File: src/rtl/wris_pkg.sv
`timescale 1ns / 1ps
// ----------------------------------------------------------------------------
// wris_pkg
// Shared types and constants for the weighted region index select block.
// ----------------------------------------------------------------------------
package wris_pkg;

    // Field widths
    localparam int KIND_W   = 2;
    localparam int REGION_W = 6;
    localparam int WEIGHT_W = 24;
    localparam int COUNT_W  = 16;
    localparam int SEED_W   = 32;
    localparam int RES_W    = 22;
    localparam int RC_W     = 7;
    localparam int TW_W     = 30;
    localparam int TE_W     = 22;
    localparam int ENTRY_W  = WEIGHT_W + COUNT_W;
    localparam int PADDR_W  = 4;
    localparam int PDATA_W  = 32;

    // Request kinds
    localparam logic [KIND_W-1:0] KIND_WRITE = 2'd0;
    localparam logic [KIND_W-1:0] KIND_PICK  = 2'd1;
    localparam logic [KIND_W-1:0] KIND_ENTRY = 2'd2;

    // Register indexes (byte address bits [3:2])
    localparam logic [1:0] REG_REGION_COUNT  = 2'd0;
    localparam logic [1:0] REG_TOTAL_WEIGHT  = 2'd1;
    localparam logic [1:0] REG_TOTAL_ENTRIES = 2'd2;

    // Sequencer states
    typedef enum logic [2:0] {
        ST_IDLE,
        ST_DIV_P,
        ST_SCAN,
        ST_DIV_E,
        ST_OUT
    } seq_state_t;

    // Remainder unit request and response
    typedef struct packed {
        logic              start;
        logic [SEED_W-1:0] dividend;
        logic [TW_W-1:0]   divisor;
    } div_req_t;

    typedef struct packed {
        logic            done;
        logic [TW_W-1:0] rem;
    } div_rsp_t;

endpackage

File: src/rtl/weighted_region_index_select_top.sv
`timescale 1ns / 1ps
// ----------------------------------------------------------------------------
// weighted_region_index_select_top
// Region table with weighted pick and flat entry index queries.
// ----------------------------------------------------------------------------
// Usage:
//   Requests arrive on the s_ channel (valid/ready). Kind 0 writes the weight
//   and entry count of a region and gives no result. Kind 1
//   picks a region by inverse cumulative weight; kind 2 maps a region and a
//   seed to an index in the flat entry space. Both give one result on the
//   m_ channel. Kind 3 is dropped.
//   Configuration registers sit on the APB port: region_count at 0x0,
//   total_weight at 0x4, total_entries at 0x8. Write them only while idle.
//   Throughput: one request at a time. Query time comes from the remainder
//   unit plus the table scan through the single read port, one entry a cycle.
//   Reset clears the sequencer and the registers (region_count to 1); the
//   table is undefined until written. When the receiver stalls, the result
//   waits in the output register; the next request is still taken and its
//   result is held inside until the output register frees.
// ----------------------------------------------------------------------------
module weighted_region_index_select_top #(
    parameter int MAX_REGIONS = 64
) (
    input  logic                          aclk,
    input  logic                          aresetn,
    // request channel
    input  logic                          s_valid,
    output logic                          s_ready,
    input  logic [wris_pkg::KIND_W-1:0]   s_kind,
    input  logic [wris_pkg::REGION_W-1:0] s_region,
    input  logic [wris_pkg::WEIGHT_W-1:0] s_weight_value,
    input  logic [wris_pkg::COUNT_W-1:0]  s_count_value,
    input  logic signed [wris_pkg::SEED_W-1:0] s_seed_value,
    // result channel
    output logic                          m_valid,
    input  logic                          m_ready,
    output logic [wris_pkg::RES_W-1:0]    m_result_index,
    // configuration port
    input  logic                          psel,
    input  logic                          penable,
    input  logic                          pwrite,
    input  logic [wris_pkg::PADDR_W-1:0]  paddr,
    input  logic [wris_pkg::PDATA_W-1:0]  pwdata,
    output logic [wris_pkg::PDATA_W-1:0]  prdata,
    output logic                          pready
);
    import wris_pkg::*;

    localparam int RW   = $clog2(MAX_REGIONS);
    localparam int CW   = $clog2(MAX_REGIONS + 1);
    localparam int UW   = (CW > RC_W) ? CW : RC_W;
    localparam int AXW  = (RW > REGION_W) ? RW : REGION_W;
    localparam int CMPW = (AXW > UW) ? AXW : UW;
    localparam int RUNW = WEIGHT_W + RW;
    localparam int OW   = COUNT_W + RW;
    localparam int PW   = (RUNW > TW_W) ? RUNW : TW_W;
    localparam int EW   = (OW > TE_W) ? OW : TE_W;

    // Configuration registers
    logic [RC_W-1:0] region_count_reg;
    logic [TW_W-1:0] total_weight_reg;
    logic [TE_W-1:0] total_entries_reg;

    // Sequencer registers
    seq_state_t         state_reg, state_next;
    logic [RW-1:0]      addr_reg, addr_next;
    logic               issue_done_reg, issue_done_next;
    logic               rd_v_reg, rd_v_next;
    logic [RW-1:0]      rd_idx_reg, rd_idx_next;
    logic [RW-1:0]      scan_last_reg, scan_last_next;
    logic               pick_reg, pick_next;
    logic [TW_W-1:0]    target_reg, target_next;
    logic [RUNW-1:0]    run_reg, run_next;
    logic [OW-1:0]      offset_reg, offset_next;
    logic               neg_reg, neg_next;
    logic [SEED_W-1:0]  mag_reg, mag_next;
    logic [RES_W-1:0]   res_reg, res_next;
    logic               m_valid_reg, m_valid_next;
    logic [RES_W-1:0]   m_result_index_reg, m_result_index_next;

    // Table and remainder unit hookup
    logic               tbl_we;
    logic [RW-1:0]      tbl_waddr;
    logic [ENTRY_W-1:0] tbl_wdata;
    logic               tbl_re;
    logic [ENTRY_W-1:0] tbl_rdata;
    logic [WEIGHT_W-1:0] rd_weight;
    logic [COUNT_W-1:0]  rd_count;
    div_req_t           div_req;
    div_rsp_t           div_rsp;

    // Derived request values
    logic [UW-1:0]      used_wide;
    logic [RW-1:0]      used_last;
    logic [AXW-1:0]     region_wide;
    logic               region_in_table;
    logic               region_in_use;
    logic [SEED_W-1:0]  seed_mag;
    logic [RUNW-1:0]    run_sum;
    logic [OW-1:0]      offset_sum;
    logic               cfg_write;

    // ------------------------------------------------------------------
    // Configuration port
    // ------------------------------------------------------------------
    assign pready    = 1'b1;
    assign cfg_write = psel && penable && pwrite && pready;

    always_ff @(posedge aclk) begin
        if (!aresetn) begin
            region_count_reg  <= RC_W'(1);
            total_weight_reg  <= '0;
            total_entries_reg <= '0;
        end else if (cfg_write) begin
            unique case (paddr[3:2])
                REG_REGION_COUNT:  region_count_reg  <= pwdata[RC_W-1:0];
                REG_TOTAL_WEIGHT:  total_weight_reg  <= pwdata[TW_W-1:0];
                REG_TOTAL_ENTRIES: total_entries_reg <= pwdata[TE_W-1:0];
                default: ;
            endcase
        end
    end

    always_comb begin
        unique case (paddr[3:2])
            REG_REGION_COUNT:  prdata = PDATA_W'(region_count_reg);
            REG_TOTAL_WEIGHT:  prdata = PDATA_W'(total_weight_reg);
            REG_TOTAL_ENTRIES: prdata = PDATA_W'(total_entries_reg);
            default:           prdata = '0;
        endcase
    end

    // ------------------------------------------------------------------
    // Request decode
    // ------------------------------------------------------------------
    // Clamp the region count to 1..MAX_REGIONS
    assign used_wide = (region_count_reg == '0) ? UW'(1) :
                       ((UW'(region_count_reg) > UW'(MAX_REGIONS)) ? UW'(MAX_REGIONS) :
                        UW'(region_count_reg));
    assign used_last = RW'(used_wide - UW'(1));

    assign region_wide     = AXW'(s_region);
    assign region_in_table = CMPW'(region_wide) < CMPW'(MAX_REGIONS);
    assign region_in_use   = CMPW'(region_wide) < CMPW'(used_wide);
    assign seed_mag        = s_seed_value[SEED_W-1] ? (~s_seed_value + SEED_W'(1))
                                                    : s_seed_value;

    // Table write straight from an accepted write request
    assign s_ready   = (state_reg == ST_IDLE);
    assign tbl_we    = s_valid && s_ready && (s_kind == KIND_WRITE) && region_in_table;
    assign tbl_waddr = region_wide[RW-1:0];
    assign tbl_wdata = {s_weight_value, s_count_value};
    assign tbl_re    = (state_reg == ST_SCAN) && !issue_done_reg;

    assign rd_weight  = tbl_rdata[ENTRY_W-1:COUNT_W];
    assign rd_count   = tbl_rdata[COUNT_W-1:0];
    assign run_sum    = run_reg + RUNW'(rd_weight);
    assign offset_sum = offset_reg + OW'(rd_count);

    wris_table #(
        .DEPTH (MAX_REGIONS),
        .AW    (RW)
    ) u_table (
        .aclk  (aclk),
        .we    (tbl_we),
        .waddr (tbl_waddr),
        .wdata (tbl_wdata),
        .re    (tbl_re),
        .raddr (addr_reg),
        .rdata (tbl_rdata)
    );

    wris_rem_div u_rem_div (
        .aclk    (aclk),
        .aresetn (aresetn),
        .req     (div_req),
        .rsp     (div_rsp)
    );

    // ------------------------------------------------------------------
    // Sequencer state register
    // ------------------------------------------------------------------
    always_ff @(posedge aclk) begin
        if (!aresetn) begin
            state_reg      <= ST_IDLE;
            issue_done_reg <= 1'b0;
            rd_v_reg       <= 1'b0;
            m_valid_reg    <= 1'b0;
        end else begin
            state_reg      <= state_next;
            issue_done_reg <= issue_done_next;
            rd_v_reg       <= rd_v_next;
            m_valid_reg    <= m_valid_next;
        end
    end

    // Payload registers
    always_ff @(posedge aclk) begin
        addr_reg           <= addr_next;
        rd_idx_reg         <= rd_idx_next;
        scan_last_reg      <= scan_last_next;
        pick_reg           <= pick_next;
        target_reg         <= target_next;
        run_reg            <= run_next;
        offset_reg         <= offset_next;
        neg_reg            <= neg_next;
        mag_reg            <= mag_next;
        res_reg            <= res_next;
        m_result_index_reg <= m_result_index_next;
    end

    // ------------------------------------------------------------------
    // Next state and datapath control
    // ------------------------------------------------------------------
    always_comb begin
        state_next          = state_reg;
        addr_next           = addr_reg;
        issue_done_next     = issue_done_reg;
        rd_v_next           = 1'b0;
        rd_idx_next         = addr_reg;
        scan_last_next      = scan_last_reg;
        pick_next           = pick_reg;
        target_next         = target_reg;
        run_next            = run_reg;
        offset_next         = offset_reg;
        neg_next            = neg_reg;
        mag_next            = mag_reg;
        res_next            = res_reg;
        m_valid_next        = m_valid_reg && !m_ready;
        m_result_index_next = m_result_index_reg;
        div_req.start       = 1'b0;
        div_req.dividend    = seed_mag;
        div_req.divisor     = total_weight_reg;

        unique case (state_reg)
            ST_IDLE: begin
                addr_next       = '0;
                issue_done_next = 1'b0;
                run_next        = '0;
                offset_next     = '0;
                neg_next        = s_seed_value[SEED_W-1];
                mag_next        = seed_mag;
                if (s_valid) begin
                    case (s_kind)
                        KIND_PICK: begin
                            pick_next      = 1'b1;
                            scan_last_next = used_last;
                            if (total_weight_reg == '0) begin
                                res_next   = RES_W'(used_last);
                                state_next = ST_OUT;
                            end else begin
                                div_req.start = 1'b1;
                                state_next    = ST_DIV_P;
                            end
                        end
                        KIND_ENTRY: begin
                            pick_next      = 1'b0;
                            scan_last_next = region_in_use ? region_wide[RW-1:0] : '0;
                            state_next     = ST_SCAN;
                        end
                        default: ;
                    endcase
                end
            end

            // Remainder of |n| by the total weight
            ST_DIV_P: begin
                if (div_rsp.done) begin
                    target_next = div_rsp.rem;
                    if (neg_reg && (div_rsp.rem != '0)) begin
                        res_next   = '0;
                        state_next = ST_OUT;
                    end else begin
                        state_next = ST_SCAN;
                    end
                end
            end

            // Stream the table through the read port
            ST_SCAN: begin
                if (!issue_done_reg) begin
                    rd_v_next = 1'b1;
                    if (addr_reg == scan_last_reg) begin
                        issue_done_next = 1'b1;
                    end else begin
                        addr_next = addr_reg + RW'(1);
                    end
                end
                if (rd_v_reg) begin
                    if (pick_reg) begin
                        run_next = run_sum;
                        if ((PW'(target_reg) < PW'(run_sum)) ||
                            (rd_idx_reg == scan_last_reg)) begin
                            res_next   = RES_W'(rd_idx_reg);
                            state_next = ST_OUT;
                        end
                    end else if (rd_idx_reg == scan_last_reg) begin
                        if (rd_count == '0) begin
                            res_next   = (EW'(offset_reg) < EW'(total_entries_reg)) ?
                                         RES_W'(offset_reg) : '0;
                            state_next = ST_OUT;
                        end else begin
                            div_req.start    = 1'b1;
                            div_req.dividend = mag_reg;
                            div_req.divisor  = TW_W'(rd_count);
                            state_next       = ST_DIV_E;
                        end
                    end else begin
                        offset_next = offset_sum;
                    end
                end
            end

            // Remainder of |n| by the region's entry count, plus the offset
            ST_DIV_E: begin
                if (div_rsp.done) begin
                    res_next   = RES_W'(EW'(offset_reg) + EW'(div_rsp.rem[COUNT_W-1:0]));
                    state_next = ST_OUT;
                end
            end

            // Hand the result to the output register once it frees
            ST_OUT: begin
                if (!m_valid_reg || m_ready) begin
                    m_valid_next        = 1'b1;
                    m_result_index_next = res_reg;
                    state_next          = ST_IDLE;
                end
            end

            default: state_next = ST_IDLE;
        endcase
    end

    assign m_valid        = m_valid_reg;
    assign m_result_index = m_result_index_reg;

    // ------------------------------------------------------------------
    // Assertions
    // ------------------------------------------------------------------
    a_div_start_state: assert property (@(posedge aclk) disable iff (!aresetn)
        div_req.start |-> (state_reg == ST_IDLE || state_reg == ST_SCAN))
        else $error("remainder unit started outside idle or scan");

    a_div_done_state: assert property (@(posedge aclk) disable iff (!aresetn)
        div_rsp.done |-> (state_reg == ST_DIV_P || state_reg == ST_DIV_E))
        else $error("remainder result arrived with no divide pending");

    a_write_idle: assert property (@(posedge aclk) disable iff (!aresetn)
        tbl_we |-> (state_reg == ST_IDLE))
        else $error("table written while a query is in flight");

    a_scan_bound: assert property (@(posedge aclk) disable iff (!aresetn)
        (state_reg == ST_SCAN && rd_v_reg) |-> (rd_idx_reg <= scan_last_reg))
        else $error("scan read past its last entry");

    a_out_load: assert property (@(posedge aclk) disable iff (!aresetn)
        (state_reg == ST_OUT && state_next == ST_IDLE) |=> m_valid_reg)
        else $error("result dropped on leaving the output state");

endmodule

File: src/rtl/wris_table.sv
`timescale 1ns / 1ps
// ----------------------------------------------------------------------------
// wris_table
// Region table memory: one write port, one read port, registered read data.
// ----------------------------------------------------------------------------
module wris_table #(
    parameter int DEPTH = 64,
    parameter int AW    = 6
) (
    input  logic                         aclk,
    input  logic                         we,
    input  logic [AW-1:0]                waddr,
    input  logic [wris_pkg::ENTRY_W-1:0] wdata,
    input  logic                         re,
    input  logic [AW-1:0]                raddr,
    output logic [wris_pkg::ENTRY_W-1:0] rdata
);
    import wris_pkg::*;

    logic [ENTRY_W-1:0] mem [DEPTH];

    // Write port
    always_ff @(posedge aclk) begin
        if (we) begin
            mem[waddr] <= wdata;
        end
    end

    // Read port, registered read data
    always_ff @(posedge aclk) begin
        if (re) begin
            rdata <= mem[raddr];
        end
    end

endmodule

File: src/rtl/wris_rem_div.sv
`timescale 1ns / 1ps
// ----------------------------------------------------------------------------
// wris_rem_div
// Restoring remainder unit: one quotient bit a cycle.
// ----------------------------------------------------------------------------
module wris_rem_div (
    input  logic               aclk,
    input  logic               aresetn,
    input  wris_pkg::div_req_t req,
    output wris_pkg::div_rsp_t rsp
);
    import wris_pkg::*;

    localparam int CNT_W = $clog2(SEED_W + 1);

    logic               busy_reg;
    logic               done_reg;
    logic [CNT_W-1:0]   cnt_reg;
    logic [SEED_W-1:0]  dvd_reg;
    logic [TW_W-1:0]    dvs_reg;
    logic [TW_W-1:0]    rem_reg;
    logic [TW_W:0]      trial;
    logic               fits;

    // Shift in the next dividend bit and try the subtraction
    assign trial = {rem_reg, dvd_reg[SEED_W-1]};
    assign fits  = trial >= {1'b0, dvs_reg};

    // Control
    always_ff @(posedge aclk) begin
        if (!aresetn) begin
            busy_reg <= 1'b0;
            done_reg <= 1'b0;
            cnt_reg  <= '0;
        end else begin
            done_reg <= busy_reg && !req.start && (cnt_reg == CNT_W'(1));
            if (req.start) begin
                busy_reg <= 1'b1;
                cnt_reg  <= CNT_W'(SEED_W);
            end else if (busy_reg) begin
                cnt_reg <= cnt_reg - CNT_W'(1);
                if (cnt_reg == CNT_W'(1)) begin
                    busy_reg <= 1'b0;
                end
            end
        end
    end

    // Datapath
    always_ff @(posedge aclk) begin
        if (req.start) begin
            dvd_reg <= req.dividend;
            dvs_reg <= req.divisor;
            rem_reg <= '0;
        end else if (busy_reg) begin
            dvd_reg <= {dvd_reg[SEED_W-2:0], 1'b0};
            rem_reg <= fits ? TW_W'(trial - {1'b0, dvs_reg}) : trial[TW_W-1:0];
        end
    end

    assign rsp.done = done_reg;
    assign rsp.rem  = rem_reg;

endmodule
File: config.mk
export PLATFORM = sky130hd
export DESIGN_NAME = weighted_region_index_select_top
export DESIGN_NICKNAME = d
export VERILOG_FILES = /design/src/rtl/wris_pkg.sv /design/src/rtl/weighted_region_index_select_top.sv /design/src/rtl/wris_table.sv /design/src/rtl/wris_rem_div.sv
export SDC_FILE = /design/constraint.sdc
export NUM_CORES = 2
export LEC_CHECK = 0
export ABC_CLOCK_PERIOD_IN_PS = 8400
export BUFFER_PORTS_ARGS = -buffer_cell sky130_fd_sc_hd__buf_2
export CAP_MARGIN = 0
export CORE_MARGIN = 2
export CORE_UTILIZATION = 55
export DETAILED_ROUTE_END_ITERATION = 12
export PLACE_DENSITY = 0.78
export SETUP_SLACK_MARGIN = 0.5
export SKIP_CTS_REPAIR_TIMING = 1
export SLEW_MARGIN = 10
export SYNTH_ARGS = -nofsm -noshare
export SYNTH_HDL_FRONTEND = slang
export SYNTH_HIERARCHICAL = 1
export SYNTH_SLANG_ARGS = --single-unit
File: constraint.sdc
create_clock -name aclk -period 8.4 [get_ports aclk]
set_clock_uncertainty 0.2 [all_clocks]
set_input_delay 1.68 -clock aclk [delete_from_list [all_inputs] [get_ports aclk]]
set_output_delay 1.68 -clock aclk [all_outputs]
set_load 0.02 [all_outputs]
# Word level (Yosys, flattened, before mapping)
# Memory sizes are Yosys's and may differ from the RTL's. A register that Yosys moved wholly into a read port is not among the register bits.
# Index checks and enable logic that the tools add are counted.
# op_classes
addsub	8
n_shift	0
magnitude_cmp	5
div	0
eq_ne	28
bitwise_logic	2
reduce_logical	39
mul	0
n_mux	68
# ops
op	count
22-bit two-way mux	15
63-bit two-way mux	4
32-bit two-way mux	3
30-bit two-way mux	3
30-bit case mux with 3 select lines	1
22-bit case mux with 4 select lines	1
62-bit two-way mux	1
30-bit case mux with 2 select lines	1
22-bit by 16-bit adder with 22-bit output	2
22-bit case mux with 2 select lines	1
3-bit two-way mux	11
32-bit by 2-bit adder with 32-bit output (second input constant)	1
32-bit inverter	1
31-bit by 30-bit >= comparator with 1-bit output	1
30-bit by 24-bit adder with 30-bit output	1
30-bit zero test	1
30-bit less-than comparator	1
6-bit two-way mux	5
30-bit nonzero test	1
30-bit subtractor	1
6-bit case mux with 2 select lines	2
22-bit less-than comparator	1
2-bit != test (second input constant)	9
16-bit zero test	1
other kinds (34)	81
# totals
rom_bits	0
wordCells	176
output_inout_bits	57
in_bits	123
memories	1
latch_bits	0
mem_bits_rw	2560
regBits	343
# mem_list
memory	words	word_bits	rd	rd_clocked_by_memory_dff	write_ports	line	source
u_table.mem	64	40	1	1	1	wris_table.sv:20	logic [ENTRY_W-1:0] mem [DEPTH];

# Longest topological paths before layout
# logic_depth
word_depth	11
ltp_mapped	19
ltp_nobuf	19

# By module
# Netlist, hierarchy kept.
# by_module_without_submodules
mod	cells_each	seq_area_each_um2	area_each_um2	n_inst
wris_table	4406	78074.9	99052.5	1
weighted_region_index_select_top	1569	6586.3	14634.0	1
wris_rem_div	553	2622.5	5670.4	1

# Least setup slack after synthesis
# No wires, ideal clock.
# synth_path
path_kind	reg2reg
startpoint	reg state_reg[0]
endpoint	mem u_table/mem[44][0] (netlist bit), enable pin
t_arrival_ns	7.126
setup_time_ns	0.487
synth_period_minus_slack_ns	7.813
setup_slack_ns	0.587
n_path_buf	2
required_ns	7.713
path_stages_with_launch	7
cell_sequence	dfxtp_1 clkbuf_1 nor3_1 and3_1 clkbuf_1 nand4b_1 nor3_1
# synth_between
elab_chain_cells	5
# synth_rtl
item	line	source
start, declared	weighted_region_index_select_top.sv:65	seq_state_t state_reg, state_next;
start signal, assigned	weighted_region_index_select_top.sv:190	state_reg <= state_next;
3-bit zero test	weighted_region_index_select_top.sv:149	assign s_ready = (state_reg == ST_IDLE);
via s_ready	weighted_region_index_select_top.sv:28	output logic s_ready,
1-bit logical AND (2 in a row)	weighted_region_index_select_top.sv:150	assign tbl_we = s_valid && s_ready && (s_kind == KIND_WRITE) && region_in_table;
via tbl_we	weighted_region_index_select_top.sv:82	logic tbl_we;
1-bit two-way mux	wris_table.sv:24	if (we) begin
1-bit two-way mux (not written as such)	wris_table.sv:25	mem[waddr] <= wdata;
end, declared	wris_table.sv:20	
# The timed path passes the listed nets, and every way through them passes these cells.

# Final worst setup path
# layout_path
startpoint	reg run_reg[0]
endpoint	reg res_reg[20], enable pin
# layout_between
elab_chain_cells	5
# layout_rtl
item	line	source
start, declared	weighted_region_index_select_top.sv:73	logic [RUNW-1:0] run_reg, run_next;
start signal, assigned	weighted_region_index_select_top.sv:204	run_reg <= run_next;
30-bit by 24-bit adder with 30-bit output	weighted_region_index_select_top.sv:157	assign run_sum = run_reg + RUNW'(rd_weight);
30-bit less-than comparator	weighted_region_index_select_top.sv:292	if ((PW'(target_reg) < PW'(run_sum)) ||
1-bit logical OR	weighted_region_index_select_top.sv:292	
3-bit by 2-bit != test with 1-bit output (no line)	--	
11-bit AND reduction (no line)	--	
end signal, assigned	weighted_region_index_select_top.sv:208	res_reg <= res_next;
end, declared	weighted_region_index_select_top.sv:77	logic [RES_W-1:0] res_reg, res_next;
# No other way between the ends.
# A chain may end at the register's enable or synchronous reset.

==> run_results.csv <==
group,metric,value,unit
grt,antenna_found_initial,24,
yosys,seq_area_frac_synth,73.13,%
detailed_routing,first_iter_violations,9491,
yosys,ys_warn_count,6,
yosys,synthTopCellsByArea,"edfxtp_1, mux4_2, mux2i_1, dfxtp_1, ha_1",
yosys,synthCells,6528,
grt,grt_pass1_wl,463300,um
grt,grt_pass1_vias,66510,
critical_path,required,8.77,ns
yosys,synthArstFlopShare,0,%
critical_path,worst_setup_path_end_kind,"register",
critical_path,start_kind,"register",
yosys,synth_top_area_share,71.30,%
timing,rsz0062_at_grt,"false",
grt,track_usage,29.15,%
place,gp_congestion,0.8993,
die,fp-row-count,171,
place,dpl.hpwl,178100,um
clocking,cts-root-buf,"clkbuf_16",
critical_path,rrSetupSlack,2.18,ns
die,die_w,469.8,um
run_status,status,"completed",
hold_path,min_path_type,"reg2reg",
yosys,synth_top_area_cell,"edfxtp_1",
timing,tightest_slew,1.220,ns
hold_path,min_from,"res_reg[2]",
timing,hold_viol,0,
detailed_routing,drt-total-wl,324900,um
critical_path,crit_type,"reg2reg",
yosys,synth_flop_cell,"edfxtp_1",
yosys,netlist_area,0.1194,mm2
finish,nets,7095,
clocking,clock_latency,0.96,ns
critical_path,path_max_fanout,22,
detailed_routing,firstDrtPassIters,9,
yosys,netlist_top_cells_count,"edfxtp_1, mux4_2, nand2_1, nor2_1, mux2i_1",
yosys,ys_ff_latch,2943,
detailed_routing,routed-via-count,67130,
die,initial_core_util,55.12,%
clocking,cts_sinks,2943,
pwr,p_leak,0.04246,uW
critical_path,r2r_cells,17,
detailed_routing,wl_per_cell,32.79,um
timing,relSlewSlack,16.32,%
pwr,cellPowerDensity,287.6,mW/mm2
grt,grt_start_max_net_pins,103,
die,core_area,0.2165,mm2
critical_path,r2r_start,"run_reg[0]",
clocking,cts_made_buffers,308,
timing,fin_tns_setup,0,ns
timing,min_period_over_period,74.00,%
detailed_routing,ant_nets,0,
clocking,ctsHtreeMaxLevel,5,
yosys,synth.most_common_cell,"edfxtp_1",
yosys,synth_edf_count,2834,
die,dieArea,0.2208,mm2
yosys,synth_area_per_cell,18.28,um2
critical_path,r2r_end,"res_reg[20]",
finish,top_register,"u_table/mem",
finish,reg_top3,"u_table/mem x2560, u_table/rdata x40",
hold_path,worstHoldEndpoint,"m_result_index[2]",
finish,largest_reg_flops,2560,
pwr,finalPower,38430,uW
detailed_routing,route.detailed.drc,0,
critical_path,critical_path_arrival,6.59,ns
timing,final.min_clock_period,6.216,ns
die,ios,180,
timing,setup_viol,0,
die,die_h,469.8,um
detailed_routing,vias_per_cell,6.774,
flow_run,drv_cap,0,
place,port-buffer-count,172,
timing,finalMaxSlewViolations,0,
finish,area_delta_synth_final,11.92,%
clocking,cts_tree,"built",
pwr,ir_drop,0.0002595,V
finish,drive_gt1_share,21.61,%
clocking,cts.clk_slew.worst_paths,0.06,ns
yosys,yosysUniqueCellTypes,86,
hold_path,hold_path_depth,0,
timing,max_freq,160.9,MHz
grt,overflow,0,
clocking,clockBufferDepth,4,
==> layout make-up <==
cell class                      instances  area, um2
Antenna cell                           13      32.53
Clock inverter                        162       1439
Tap cell                             2854       3571
Timing Repair Buffer                  323       2197
Sequential cell                      2943      87290
Multi-Input combinational cell       3144      30530
Fill cell                           14580      82940
Clock buffer                          372       8163
Inverter                               99      371.6
==> where the power goes <==
group	switching, uW	leakage, uW	internal, uW
combinational	5010	0.0112	3340
sequential	380	0.0266	16500
clock	5510	0.00469	7660
total	10900	0.0425	27500
==> worst max-delay path by stage <==
stage	from	slack (ns)	endpoint
finish	run_reg[0]	2.18	res_reg[20]
global route	run_reg[0]	1.78	res_reg[2]
CTS	run_reg[0]	2.13	res_reg[6]
detailed placement	run_reg[0]	2.13	res_reg[20]
global placement	run_reg[0]	2.12	res_reg[17]
floorplan	state_reg[0]	0.59	u_table/mem[44][0]
==> stage by stage <==
| step | instance area (um2) | instances | hold WS (ns) | utilization, % | setup WS (ns) |
|---|---|---|---|---|---|
| 2_1_floorplan | 119400 | 6529 | 0.2003 | - | 0.5874 |
| 3_5_place_dp | 123900 | 9360 | 0.2045 | 57.22 | 2.129 |
| 6_report | 133600 | 9910 | 0.2127 | 61.70 | 2.184 |
| 3_3_place_gp | 123800 | 9358 | 0.2074 | 57.20 | 2.116 |
| 4_1_cts | 133500 | 9894 | 0.2159 | 61.65 | 2.126 |
| 5_1_grt | 133600 | 9899 | 0.2277 | 61.68 | 1.783 |
==> routing by layer <==
metal  track usage, %  vias to the layer above  part of all wire (%)
met3            7.513                      973                    13
li1                 -                    27010                     -
met1            38.02                    34230                    35
met5                0                        -                 0.042
met2            45.37                     4907                    47
met4            15.62                       20                   6.1
==> kinds of logic (layout without fill, tap and decap cells) <==
| logic type | count (synthesis) | after routing | share of synthesized area [%] |
|---|---|---|---|
| muxes | 889 | 889 | 13.29 |
| other | 2 | 16 | 0.006292 |
| AOI/OAI and AO/OA | 847 | 847 | 4.887 |
| xor gates and xnor gates | 130 | 130 | 0.9539 |
| buffers and inverters | 442 | 956 | 1.790 |
| adders and majority gates | 153 | 153 | 1.629 |
| and+or+nand+nor | 1122 | 1122 | 4.313 |
| DFF | 2943 | 2943 | 73.13 |
==> worst max-delay path, cell delays in order (launching register included) <==
cell       delay, ns
edfxtp_1        0.37
ha_1            0.24
fa_1            0.42
a211o_1         0.30
a2111oi_0       0.69
o211a_1         0.30
o31ai_1         0.15
a211oi_1        0.38
a21oi_1         0.21
nand3_1         0.14
xor2_1          0.09
ha_1            0.19
a21o_1          0.17
a211o_1         0.31
a2111oi_0       0.40
o21ai_0         0.18
nand2_1         0.22
and4_1          0.86
==> layout by cell type (no fill, tap or decap), types with 27 or more instances in the layout <==
cell type / n
nor3_1: 36
o221ai_1: 41
xor2_1: 55
clkbuf_1: 50
buf_2: 172
a22oi_1: 62
mux2i_1: 235
clkbuf_16: 316
o22ai_1: 105
a221o_1: 36
o21ai_0: 78
a21oi_1: 195
nand3_1: 100
nor4_1: 28
clkinv_2: 46
mux4_2: 546
a21o_1: 54
and2_1: 29
clkinv_1: 66
nor2_4: 58
mux2_2: 108
xnor2_1: 75
nand2b_1: 27
nor2b_1: 28
inv_1: 97
buf_4: 135
nor2_1: 272
edfxtp_1: 2834
and3_1: 34
a211oi_1: 52
ha_1: 149
nand2_1: 362
dfxtp_1: 108
nand4_1: 75
Note: power is estimated with default switching activity, not from simulation.
